### config.mk
export PLATFORM = sky130hd
export DESIGN_NAME = adrc_linear_eso_step
export DESIGN_NICKNAME = d
export VERILOG_FILES = /design/src/rtl/core/adrc_pkg.sv /design/src/rtl/core/adrc_seq.sv /design/src/rtl/core/adrc_mul.sv /design/src/rtl/core/adrc_dp.sv /design/src/rtl/core/adrc_linear_eso_step.sv
export SDC_FILE = /design/constraint.sdc
export NUM_CORES = 2
export LEC_CHECK = 0
export BUFFER_PORTS_ARGS = -buffer_cell sky130_fd_sc_hd__clkbuf_2
export CORE_MARGIN = 3
export CORE_UTILIZATION = 25
export CTS_CLUSTER_DIAMETER = 120
export DETAILED_ROUTE_END_ITERATION = 10
export SYNTH_ARGS = -nofsm -noshare
export SYNTH_HDL_FRONTEND = slang
export SYNTH_SLANG_ARGS = --single-unit
export TNS_END_PERCENT = 50
### constraint.sdc
create_clock -name clk -period 15.4 [get_ports clk]
set_clock_uncertainty 0.2 [all_clocks]
set_input_delay 3.08 -clock clk [delete_from_list [all_inputs] [get_ports clk]]
set_output_delay 3.08 -clock clk [all_outputs]
set_load 0.03 [all_outputs]
### src/rtl/core/adrc_pkg.sv
// Shared types, constants and helpers for the ADRC observer step.
// Holds the microcode word layout used by the sequencer and datapath, and the field types used by the multiplier.
// No dependencies.
package adrc_pkg;

  localparam int VAL_W = 48;
  localparam int DT_W = 24;
  localparam int SUM_W = 51;
  localparam int CFG_IDX_W = 3;
  localparam int UC_PC_W = 6;

  localparam logic [DT_W-1:0] DEFAULT_DT = 24'd16777;
  localparam logic [VAL_W-1:0] B0_FLOOR = 48'd66;
  localparam logic signed [VAL_W-1:0] GAIN_RESET = 48'sd65536;

  localparam logic [CFG_IDX_W-1:0] REG_INPUT_GAIN = 3'd0;
  localparam logic [CFG_IDX_W-1:0] REG_BETA1 = 3'd1;
  localparam logic [CFG_IDX_W-1:0] REG_BETA2 = 3'd2;
  localparam logic [CFG_IDX_W-1:0] REG_BETA3 = 3'd3;
  localparam logic [CFG_IDX_W-1:0] REG_KP = 3'd4;
  localparam logic [CFG_IDX_W-1:0] REG_KD = 3'd5;
  localparam logic [CFG_IDX_W-1:0] REG_KZ = 3'd6;
  localparam logic [CFG_IDX_W-1:0] REG_LIMIT = 3'd7;

  typedef enum logic [3:0] {
    A_NOP, A_ERR, A_SEED, A_D, A_N1, A_N2A, A_N2B, A_N3,
    A_Z1, A_Z2, A_Z3, A_T1, A_T2, A_T3, A_CLAMP
  } alu_op_t;

  typedef enum logic [3:0] {
    MS_NONE, MS_B1D, MS_B2D, MS_B0P, MS_B3D, MS_DT1, MS_DT2, MS_DT3,
    MS_KPZ1, MS_KDZ2, MS_KZZ3
  } msel_t;

  typedef enum logic [2:0] {PP_NONE, PP_LL, PP_HL, PP_LH, PP_HH} pp_t;

  typedef enum logic [1:0] {FIN_NONE, FIN_Q16, FIN_Q24} fin_t;

  typedef enum logic {J_NONE, J_SEEDED} jmp_t;

  typedef struct packed {
    alu_op_t alu;
    msel_t msel;
    pp_t pp;
    fin_t fin;
    jmp_t jmp;
    logic [UC_PC_W-1:0] target;
    logic last;
  } uc_word_t;

  localparam uc_word_t UC_NOP = '{
    alu: A_NOP, msel: MS_NONE, pp: PP_NONE, fin: FIN_NONE,
    jmp: J_NONE, target: '0, last: 1'b0
  };

  function automatic logic [VAL_W-1:0] mag48(input logic signed [VAL_W-1:0] v);
    logic [VAL_W-1:0] r;
    r = v[VAL_W-1] ? VAL_W'(-v) : VAL_W'(v);
    return r;
  endfunction

  function automatic logic signed [SUM_W-1:0] ext51(input logic signed [VAL_W-1:0] v);
    logic signed [SUM_W-1:0] r;
    r = {{(SUM_W-VAL_W){v[VAL_W-1]}}, v};
    return r;
  endfunction

  function automatic logic signed [VAL_W-1:0] sat48(input logic signed [SUM_W-1:0] v);
    logic signed [SUM_W-1:0] hi;
    logic signed [SUM_W-1:0] lo;
    logic signed [VAL_W-1:0] r;
    hi = 51'sd140737488355327;
    lo = -51'sd140737488355328;
    if (v > hi) begin
      r = hi[VAL_W-1:0];
    end else if (v < lo) begin
      r = lo[VAL_W-1:0];
    end else begin
      r = v[VAL_W-1:0];
    end
    return r;
  endfunction

endpackage

### src/rtl/core/adrc_seq.sv
// Microcode sequencer: step counter, control store and jump logic.
// Depends on adrc_pkg for the control word layout.
module adrc_seq import adrc_pkg::*; (
  input  logic     clk,
  input  logic     rst,
  input  logic     start,
  input  logic     seeded,
  input  logic     out_hold,
  output logic     busy,
  output logic     emit,
  output uc_word_t ctl
);

  logic [UC_PC_W-1:0] pc;
  uc_word_t word;

  function automatic uc_word_t uc_rom(input logic [UC_PC_W-1:0] addr);
    uc_word_t w;
    w = UC_NOP;
    case (addr)
      6'd0:  w.alu = A_ERR;
      6'd1:  begin w.jmp = J_SEEDED; w.target = 6'd3; end
      6'd2:  w.alu = A_SEED;
      6'd3:  w.alu = A_D;
      6'd4:  w.msel = MS_B1D;
      6'd5:  w.pp = PP_LL;
      6'd6:  w.pp = PP_HL;
      6'd7:  w.pp = PP_LH;
      6'd8:  w.pp = PP_HH;
      6'd9:  begin w.fin = FIN_Q16; w.msel = MS_B2D; end
      6'd10: begin w.alu = A_N1; w.pp = PP_LL; end
      6'd11: w.pp = PP_HL;
      6'd12: w.pp = PP_LH;
      6'd13: w.pp = PP_HH;
      6'd14: begin w.fin = FIN_Q16; w.msel = MS_B0P; end
      6'd15: begin w.alu = A_N2A; w.pp = PP_LL; end
      6'd16: w.pp = PP_HL;
      6'd17: w.pp = PP_LH;
      6'd18: w.pp = PP_HH;
      6'd19: begin w.fin = FIN_Q16; w.msel = MS_B3D; end
      6'd20: begin w.alu = A_N2B; w.pp = PP_LL; end
      6'd21: w.pp = PP_HL;
      6'd22: w.pp = PP_LH;
      6'd23: w.pp = PP_HH;
      6'd24: begin w.fin = FIN_Q16; w.msel = MS_DT1; end
      6'd25: begin w.alu = A_N3; w.pp = PP_LL; end
      6'd26: w.pp = PP_LH;
      6'd27: begin w.fin = FIN_Q24; w.msel = MS_DT2; end
      6'd28: begin w.alu = A_Z1; w.pp = PP_LL; end
      6'd29: w.pp = PP_LH;
      6'd30: begin w.fin = FIN_Q24; w.msel = MS_DT3; end
      6'd31: begin w.alu = A_Z2; w.pp = PP_LL; end
      6'd32: w.pp = PP_LH;
      6'd33: begin w.fin = FIN_Q24; w.msel = MS_KPZ1; end
      6'd34: begin w.alu = A_Z3; w.pp = PP_LL; end
      6'd35: w.pp = PP_HL;
      6'd36: w.pp = PP_LH;
      6'd37: w.pp = PP_HH;
      6'd38: begin w.fin = FIN_Q16; w.msel = MS_KDZ2; end
      6'd39: begin w.alu = A_T1; w.pp = PP_LL; end
      6'd40: w.pp = PP_HL;
      6'd41: w.pp = PP_LH;
      6'd42: w.pp = PP_HH;
      6'd43: begin w.fin = FIN_Q16; w.msel = MS_KZZ3; end
      6'd44: begin w.alu = A_T2; w.pp = PP_LL; end
      6'd45: w.pp = PP_HL;
      6'd46: w.pp = PP_LH;
      6'd47: w.pp = PP_HH;
      6'd48: w.fin = FIN_Q16;
      6'd49: w.alu = A_T3;
      6'd50: w.alu = A_CLAMP;
      6'd51: w.last = 1'b1;
      default: w = UC_NOP;
    endcase
    return w;
  endfunction

  assign word = uc_rom(pc);
  assign ctl = busy ? word : UC_NOP;
  assign emit = busy && word.last && !out_hold;

  always_ff @(posedge clk) begin
    if (rst) begin
      busy <= 1'b0;
      pc <= '0;
    end else if (start) begin
      busy <= 1'b1;
      pc <= '0;
    end else if (busy) begin
      if (word.last) begin
        if (!out_hold) begin
          busy <= 1'b0;
        end
      end else if (word.jmp == J_SEEDED && seeded) begin
        pc <= word.target;
      end else begin
        pc <= pc + 1'b1;
      end
    end
  end

endmodule

### src/rtl/core/adrc_mul.sv
// Sign-magnitude multiplier built from one 24x24 partial product per cycle.
// Rounds toward zero after a 16 or 24 bit shift and saturates; uses adrc_pkg.
module adrc_mul import adrc_pkg::*; (
  input  logic                    clk,
  input  logic                    load,
  input  logic signed [VAL_W-1:0] a,
  input  logic signed [VAL_W-1:0] b,
  input  pp_t                     pp,
  input  fin_t                    fin,
  output logic signed [VAL_W-1:0] p
);

  logic [VAL_W-1:0] ua;
  logic [VAL_W-1:0] ub;
  logic neg;
  logic [2*VAL_W-1:0] acc;
  logic [DT_W-1:0] x;
  logic [DT_W-1:0] y;
  logic [VAL_W-1:0] prod;
  logic [2*VAL_W-1:0] addend;
  logic [79:0] m_full;
  logic [VAL_W-1:0] lim;
  logic [VAL_W-1:0] m;

  always_comb begin
    x = '0;
    y = '0;
    unique case (pp)
      PP_LL: begin x = ua[23:0]; y = ub[23:0]; end
      PP_HL: begin x = ua[47:24]; y = ub[23:0]; end
      PP_LH: begin x = ua[23:0]; y = ub[47:24]; end
      PP_HH: begin x = ua[47:24]; y = ub[47:24]; end
      default: begin x = '0; y = '0; end
    endcase
  end

  assign prod = x * y;

  always_comb begin
    unique case (pp)
      PP_LL: addend = {48'd0, prod};
      PP_HL, PP_LH: addend = {24'd0, prod, 24'd0};
      PP_HH: addend = {prod, 48'd0};
      default: addend = '0;
    endcase
  end

  always_comb begin
    m_full = (fin == FIN_Q24) ? {8'd0, acc[95:24]} : acc[95:16];
    lim = neg ? 48'h8000_0000_0000 : 48'h7FFF_FFFF_FFFF;
    m = (m_full > {32'd0, lim}) ? lim : m_full[VAL_W-1:0];
  end

  always_ff @(posedge clk) begin
    if (load) begin
      ua <= mag48(a);
      ub <= mag48(b);
      neg <= a[VAL_W-1] ^ b[VAL_W-1];
      acc <= '0;
    end else if (pp != PP_NONE) begin
      acc <= acc + addend;
    end
    if (fin != FIN_NONE) begin
      p <= neg ? VAL_W'(-m) : m;
    end
  end

endmodule

### src/rtl/core/adrc_dp.sv
// Datapath: configuration registers, observer state, saturating adder and
// operand selection for the shared multiplier. Uses adrc_pkg and adrc_mul.
module adrc_dp import adrc_pkg::*; (
  input  logic                    clk,
  input  logic                    rst,
  input  uc_word_t                ctl,
  input  logic                    accept,
  input  logic                    emit,
  input  logic                    cfg_write,
  input  logic [CFG_IDX_W-1:0]    cfg_index,
  input  logic signed [VAL_W-1:0] cfg_data,
  input  logic signed [VAL_W-1:0] measured_value,
  input  logic signed [VAL_W-1:0] setpoint,
  input  logic [DT_W-1:0]         time_step,
  input  logic                    restart,
  output logic                    seeded,
  output logic signed [VAL_W-1:0] trim_out,
  output logic signed [VAL_W-1:0] error_out,
  output logic signed [VAL_W-1:0] position_estimate_out,
  output logic signed [VAL_W-1:0] rate_estimate_out,
  output logic signed [VAL_W-1:0] disturbance_estimate_out
);

  logic signed [VAL_W-1:0] input_gain;
  logic signed [VAL_W-1:0] beta1;
  logic signed [VAL_W-1:0] beta2;
  logic signed [VAL_W-1:0] beta3;
  logic signed [VAL_W-1:0] kp;
  logic signed [VAL_W-1:0] kd;
  logic signed [VAL_W-1:0] kz;
  logic signed [VAL_W-1:0] out_limit;

  logic signed [VAL_W-1:0] z1;
  logic signed [VAL_W-1:0] z2;
  logic signed [VAL_W-1:0] z3;
  logic signed [VAL_W-1:0] prev;

  logic signed [VAL_W-1:0] meas;
  logic signed [VAL_W-1:0] target;
  logic [DT_W-1:0] dt;
  logic signed [VAL_W-1:0] e;
  logic signed [VAL_W-1:0] d;
  logic signed [VAL_W-1:0] n1;
  logic signed [VAL_W-1:0] n2;
  logic signed [VAL_W-1:0] n3;
  logic signed [SUM_W-1:0] t;

  logic signed [VAL_W-1:0] b0;
  logic signed [VAL_W-1:0] dt_s;
  logic signed [VAL_W-1:0] ma;
  logic signed [VAL_W-1:0] mb;
  logic signed [VAL_W-1:0] p;
  logic signed [SUM_W-1:0] x;
  logic signed [SUM_W-1:0] y;
  logic signed [SUM_W-1:0] sum;
  logic signed [VAL_W-1:0] sat_sum;
  logic signed [VAL_W+1:0] lim;
  logic signed [VAL_W+1:0] trim_w;
  logic signed [VAL_W-1:0] trim;

  assign b0 = (mag48(input_gain) < B0_FLOOR) ? $signed(B0_FLOOR) : input_gain;
  assign dt_s = $signed({{(VAL_W-DT_W){1'b0}}, dt});

  always_comb begin
    unique case (ctl.msel)
      MS_B1D:  begin ma = beta1; mb = d; end
      MS_B2D:  begin ma = beta2; mb = d; end
      MS_B0P:  begin ma = b0; mb = prev; end
      MS_B3D:  begin ma = beta3; mb = d; end
      MS_DT1:  begin ma = dt_s; mb = n1; end
      MS_DT2:  begin ma = dt_s; mb = n2; end
      MS_DT3:  begin ma = dt_s; mb = n3; end
      MS_KPZ1: begin ma = kp; mb = z1; end
      MS_KDZ2: begin ma = kd; mb = z2; end
      MS_KZZ3: begin ma = kz; mb = z3; end
      default: begin ma = '0; mb = '0; end
    endcase
  end

  adrc_mul u_mul (
    .clk  (clk),
    .load (ctl.msel != MS_NONE),
    .a    (ma),
    .b    (mb),
    .pp   (ctl.pp),
    .fin  (ctl.fin),
    .p    (p)
  );

  always_comb begin
    unique case (ctl.alu)
      A_ERR:   begin x = ext51(meas); y = -ext51(target); end
      A_D:     begin x = ext51(z1); y = -ext51(e); end
      A_N1:    begin x = ext51(z2); y = -ext51(p); end
      A_N2A:   begin x = ext51(z3); y = -ext51(p); end
      A_N2B:   begin x = t; y = ext51(p); end
      A_N3:    begin x = '0; y = -ext51(p); end
      A_Z1:    begin x = ext51(z1); y = ext51(p); end
      A_Z2:    begin x = ext51(z2); y = ext51(p); end
      A_Z3:    begin x = ext51(z3); y = ext51(p); end
      A_T1:    begin x = '0; y = ext51(p); end
      A_T2, A_T3: begin x = t; y = ext51(p); end
      A_CLAMP: begin x = t; y = '0; end
      default: begin x = '0; y = '0; end
    endcase
  end

  assign sum = x + y;
  assign sat_sum = sat48(sum);

  always_comb begin
    lim = $signed({2'b00, mag48(out_limit)});
    trim_w = {{2{sat_sum[VAL_W-1]}}, sat_sum};
    if (trim_w > lim) begin
      trim = lim[VAL_W-1:0];
    end else if (trim_w < -lim) begin
      trim = VAL_W'(-lim);
    end else begin
      trim = sat_sum;
    end
  end

  always_ff @(posedge clk) begin
    if (rst) begin
      input_gain <= GAIN_RESET;
      beta1 <= '0;
      beta2 <= '0;
      beta3 <= '0;
      kp <= '0;
      kd <= '0;
      kz <= '0;
      out_limit <= '0;
    end else if (cfg_write) begin
      unique case (cfg_index)
        REG_INPUT_GAIN: input_gain <= cfg_data;
        REG_BETA1:      beta1 <= cfg_data;
        REG_BETA2:      beta2 <= cfg_data;
        REG_BETA3:      beta3 <= cfg_data;
        REG_KP:         kp <= cfg_data;
        REG_KD:         kd <= cfg_data;
        REG_KZ:         kz <= cfg_data;
        REG_LIMIT:      out_limit <= cfg_data;
        default:        out_limit <= out_limit;
      endcase
    end
  end

  always_ff @(posedge clk) begin
    if (rst) begin
      z1 <= '0;
      z2 <= '0;
      z3 <= '0;
      prev <= '0;
      seeded <= 1'b0;
    end else begin
      if (accept && restart) begin
        seeded <= 1'b0;
      end
      unique case (ctl.alu)
        A_SEED: begin
          z1 <= e;
          z2 <= '0;
          z3 <= '0;
          prev <= '0;
          seeded <= 1'b1;
        end
        A_Z1:    z1 <= sat_sum;
        A_Z2:    z2 <= sat_sum;
        A_Z3:    z3 <= sat_sum;
        A_CLAMP: prev <= trim;
        default: prev <= prev;
      endcase
    end
  end

  always_ff @(posedge clk) begin
    if (accept) begin
      meas <= measured_value;
      target <= setpoint;
      dt <= (time_step == '0) ? DEFAULT_DT : time_step;
    end
    unique case (ctl.alu)
      A_ERR:   e <= sat_sum;
      A_D:     d <= sat_sum;
      A_N1:    n1 <= sat_sum;
      A_N2B:   n2 <= sat_sum;
      A_N3:    n3 <= sat_sum;
      A_N2A, A_T1, A_T2, A_T3: t <= sum;
      default: t <= t;
    endcase
    if (emit) begin
      trim_out <= prev;
      error_out <= e;
      position_estimate_out <= z1;
      rate_estimate_out <= z2;
      disturbance_estimate_out <= z3;
    end
  end

endmodule

### src/rtl/core/adrc_linear_eso_step.sv
// Linear ADRC step with a third-order extended state observer.
// Takes one request at a time: in_ready stays low until its result is emitted,
// which waits while an earlier result is held by out_ready low. The shared 24x24
// multiplier does 34 partial products under the microcode program.
// Reset clears the observer state and the seeded flag, and returns the config
// registers to their defaults (input gain 1.0, all others zero).
module adrc_linear_eso_step import adrc_pkg::*; (
  input  logic                    clk,
  input  logic                    rst,
  input  logic                    in_valid,
  output logic                    in_ready,
  input  logic signed [VAL_W-1:0] measured_value,
  input  logic signed [VAL_W-1:0] setpoint,
  input  logic [DT_W-1:0]         time_step,
  input  logic                    restart,
  output logic                    out_valid,
  input  logic                    out_ready,
  output logic signed [VAL_W-1:0] trim_out,
  output logic signed [VAL_W-1:0] error_out,
  output logic signed [VAL_W-1:0] position_estimate_out,
  output logic signed [VAL_W-1:0] rate_estimate_out,
  output logic signed [VAL_W-1:0] disturbance_estimate_out,
  input  logic                    cfg_write,
  input  logic [CFG_IDX_W-1:0]    cfg_index,
  input  logic signed [VAL_W-1:0] cfg_data
);

  logic busy;
  logic emit;
  logic accept;
  logic seeded;
  logic out_hold;
  uc_word_t ctl;

  assign in_ready = !busy;
  assign accept = in_valid && in_ready;
  assign out_hold = out_valid && !out_ready;

  adrc_seq u_seq (
    .clk      (clk),
    .rst      (rst),
    .start    (accept),
    .seeded   (seeded),
    .out_hold (out_hold),
    .busy     (busy),
    .emit     (emit),
    .ctl      (ctl)
  );

  adrc_dp u_dp (
    .clk                      (clk),
    .rst                      (rst),
    .ctl                      (ctl),
    .accept                   (accept),
    .emit                     (emit),
    .cfg_write                (cfg_write),
    .cfg_index                (cfg_index),
    .cfg_data                 (cfg_data),
    .measured_value           (measured_value),
    .setpoint                 (setpoint),
    .time_step                (time_step),
    .restart                  (restart),
    .seeded                   (seeded),
    .trim_out                 (trim_out),
    .error_out                (error_out),
    .position_estimate_out    (position_estimate_out),
    .rate_estimate_out        (rate_estimate_out),
    .disturbance_estimate_out (disturbance_estimate_out)
  );

  always_ff @(posedge clk) begin
    if (rst) begin
      out_valid <= 1'b0;
    end else if (emit) begin
      out_valid <= 1'b1;
    end else if (out_ready) begin
      out_valid <= 1'b0;
    end
  end

endmodule

==> results.tsv <==
stage	metric	value	unit
status	status	finished clean	
floorplan	ioPinCount	419	
global_route	use_met3	0.04118	
detailed_routing	via_count	89911	
synthesis	synth_area_leaders	edfxtp_1, dfxtp_1, fa_1	
global_route	grt_pass1_wl	618.5	mm
place	place_congestion	1.017	
global_route	met2_usage	0.3164	
sta	worst_slew_pin_slew	1250	ps
place	place_hpwl	332.9	mm
layout	fin_nets	12324	
synthesis	synthCells	11055	
floorplan	rows	231	
synthesis	syn_nets	12194	
synthesis	yosys.area.top_type	edfxtp_1	
synthesis	yosysMostFrequentCell	nand2_1	
power	cellPowerDensity	86.03	nW/um^2
synthesis	syn-cell-area	100300	sq um
global_route	overflow	0	
global_route	antenna_found_initial	70	
clock_network	clkTransAtPathRegs	60	ps
layout	drive_above_1_share	0.1082	
layout	layout.cells.non_filler	16612	
detailed_routing	routed_via_density	5.412	
sta	finalHoldViolCount	0	
sta	relSlewSlack	0.1591	
floorplan	die_area	408800	sq um
synthesis	synth_seq_cells	1477	
layout	syn_to_final_growth	13.79	%
place	io_buffers	418	
worst_setup_path	cp-end-kind	register	
synthesis	synth.avg_cell_area	9.071	sq um
detailed_routing	drt_wl_total	438.9	mm
synthesis	yosysSeqAreaShare	0.3743	
worst_setup_path	startpoint_type	register	
detailed_routing	wl_per_cell	26.42	microns
clock_network	ctsRootBufferMaster	clkbuf_16	
floorplan	dieWidth	639.3	microns
layout	largest_reg_flops	96	
clock_network	cts_buffer_depth	4	
worst_setup_path	worst-setup-path-type	reg2reg	
sta	fin_crit_sh	0.9719	
global_route	top_usage_layer	met2	
global_route	grt_use_met1	0.2550	
synthesis	async_reset_ff_frac	0	
layout	regMostFlops	u_dp.u_mul.acc	
hold_path	hold_path.class	reg2reg	
floorplan	coreArea	397700	sq um
job	cap_violations	0	
synthesis	synth_edf_count	796	
clock_network	cts_buffers	170	
worst_setup_path	arrival	15480	ps
global_route	first_global_vias	83568	
global_route	grt_util_all_layers	0.2058	
synthesis	synth_warnings	0	
worst_setup_path	critPathRequiredTime	15920	ps
global_route	grt_max_degree	144	
sta	final-max-slew-violation-count	0	
sta	period_needed	14970	ps
clock_network	clk_latency	910	ps
clock_network	cts_sinks	1477	
sta	fmax	0.06681	GHz
synthesis	synth_cell_types	129	
detailed_routing	ant_nets	0	
sta	setup_viol	0	
floorplan	chipHeight	639.3	microns
worst_setup_path	cp_max_fo	17	
power	p_leak	45.13	nW
synthesis	synth_top_area_share	0.2384	
sta	rsz0062_at_grt	false	
detailed_routing	firstDrtPassIters	9	
clock_network	holdBufCountCts	0	
layout	top_regs	u_dp.u_mul.acc (96), u_dp.t (51)	
layout	postLayoutCoreUtil	0.2869	
sta	fin_tns_setup	0	ps
clock_network	h-tree-depth	4	
place	dpl.cell_count	16255	
power	peakVddDrop	0.00009628	V
detailed_routing	drt_first_iter_violations	12317	
synthesis	synthFlopType	edfxtp_1	
floorplan	start_util	0.2521	
worst_setup_path	slowest_stage	o41ai_1	
detailed_routing	drc	0	
worst_setup_path	cpPeakStageDelay	1000	ps
synthesis	synthTopCellsByCount	nand2_1, a21oi_1, edfxtp_1, inv_1, dfxtp_1	
clock_network	cts_tree	built	
[placed cells by master, fill, tap and decap left out, types with 90 or more instances in the layout]
cell type	synthesis	final
a21o_1	204	204
edfxtp_1	796	796
ha_1	478	477
nor2_1	610	596
clkbuf_2	28	417
a22o_1	191	185
nand4_1	121	121
fa_1	484	484
nand3_1	207	203
inv_1	772	772
a21oi_1	937	928
clkbuf_16	0	173
and2_1	94	95
nand2_1	1931	1928
a22oi_1	235	235
nor3_1	157	146
dfxtp_1	681	679
mux2i_1	90	90
xnor2_1	243	243
buf_4	28	279
xor2_1	188	188
o21ai_0	397	397
[path summary, 6_finish.rpt]
| check | cells past startpoint | slack (ps) | start | endpoint |
|---|---|---|---|---|
| setup / recovery | 36 | 430 | u_seq.pc[4] | u_dp.prev[10] |
| hold / removal | 0 | 230 | u_dp.prev[10] | u_dp.trim_out[10] |
| setup reg to reg | 36 | 430 | u_seq.pc[4] | u_dp.prev[10] |
| hold reg to reg | 0 | 230 | u_dp.prev[10] | u_dp.trim_out[10] |
[worst max-delay path: cells and delay by family, from the launching register on]
kind | cells | cell delay [ps]
AOI/OAI and AO/OA | 14 | 6030
adders and majority gates | 3 | 1150
DFF | 1 | 700
and+or+nand+nor | 15 | 5390
buffers and inverters | 4 | 1320
[report_power, final]
| group | total, mW | leakage (nW) | internal, mW | switching, mW |
|---|---|---|---|---|
| clock network | 4.16 | 2.71 | 2.37 | 1.79 |
| registers | 4.36 | 12.9 | 4.27 | 0.0907 |
| logic | 1.29 | 29.5 | 0.395 | 0.900 |
[layer usage]
metal,wire length (microns),share of wire
met5,210,0.00048
met4,36930,0.084
met3,42160,0.096
met2,193200,0.44
met1,166300,0.38
[cell families (layout without fill, tap and decap cells)]
group	Yosys count	in the layout	share of synthesized area
xor gates and xnor gates	432	432	0.03781
buffers and inverters	1520	1779	0.05994
and+or+nand+nor	3684	3684	0.1677
DFF	1477	1477	0.3743
other	0	56	0
muxes	139	139	0.01451
AOI/OAI and AO/OA	2841	2841	0.1895
adders and majority gates	962	962	0.1563
[stage by stage]
step                      power [mW]  hold slack (ps)  setup slack (ps)  area (sq um)
after floorplan                5.157            221.8              2352        100300
after global placement         5.673            236.8             361.0        108400
after detailed placement       5.678            242.3             170.3        108400
after CTS                      9.814            214.8             190.0        113900
after global routing           10.08            238.9             3.569        114100
final                          9.816            228.1             433.2        114100
[layout make-up]
| class | instances | area, sq um |
|---|---|---|
| Sequential cell | 1477 | 37540 |
| Timing Repair Buffer | 699 | 4237 |
| Multi-Input combinational cell | 8058 | 57150 |
| Inverter | 779 | 2938 |
| Clock buffer | 212 | 4606 |
| Antenna cell | 56 | 140.1 |
| Fill cell | 42079 | 283600 |
| Clock inverter | 89 | 940.9 |
| Tap cell | 5242 | 6559 |
[timing repair]
item                       in CTS  in global routing
setup endpoints to repair       0                 61
buffers inserted                0                  0
resized for setup               0                 12
Note: power is estimated with default switching activity, not from simulation.
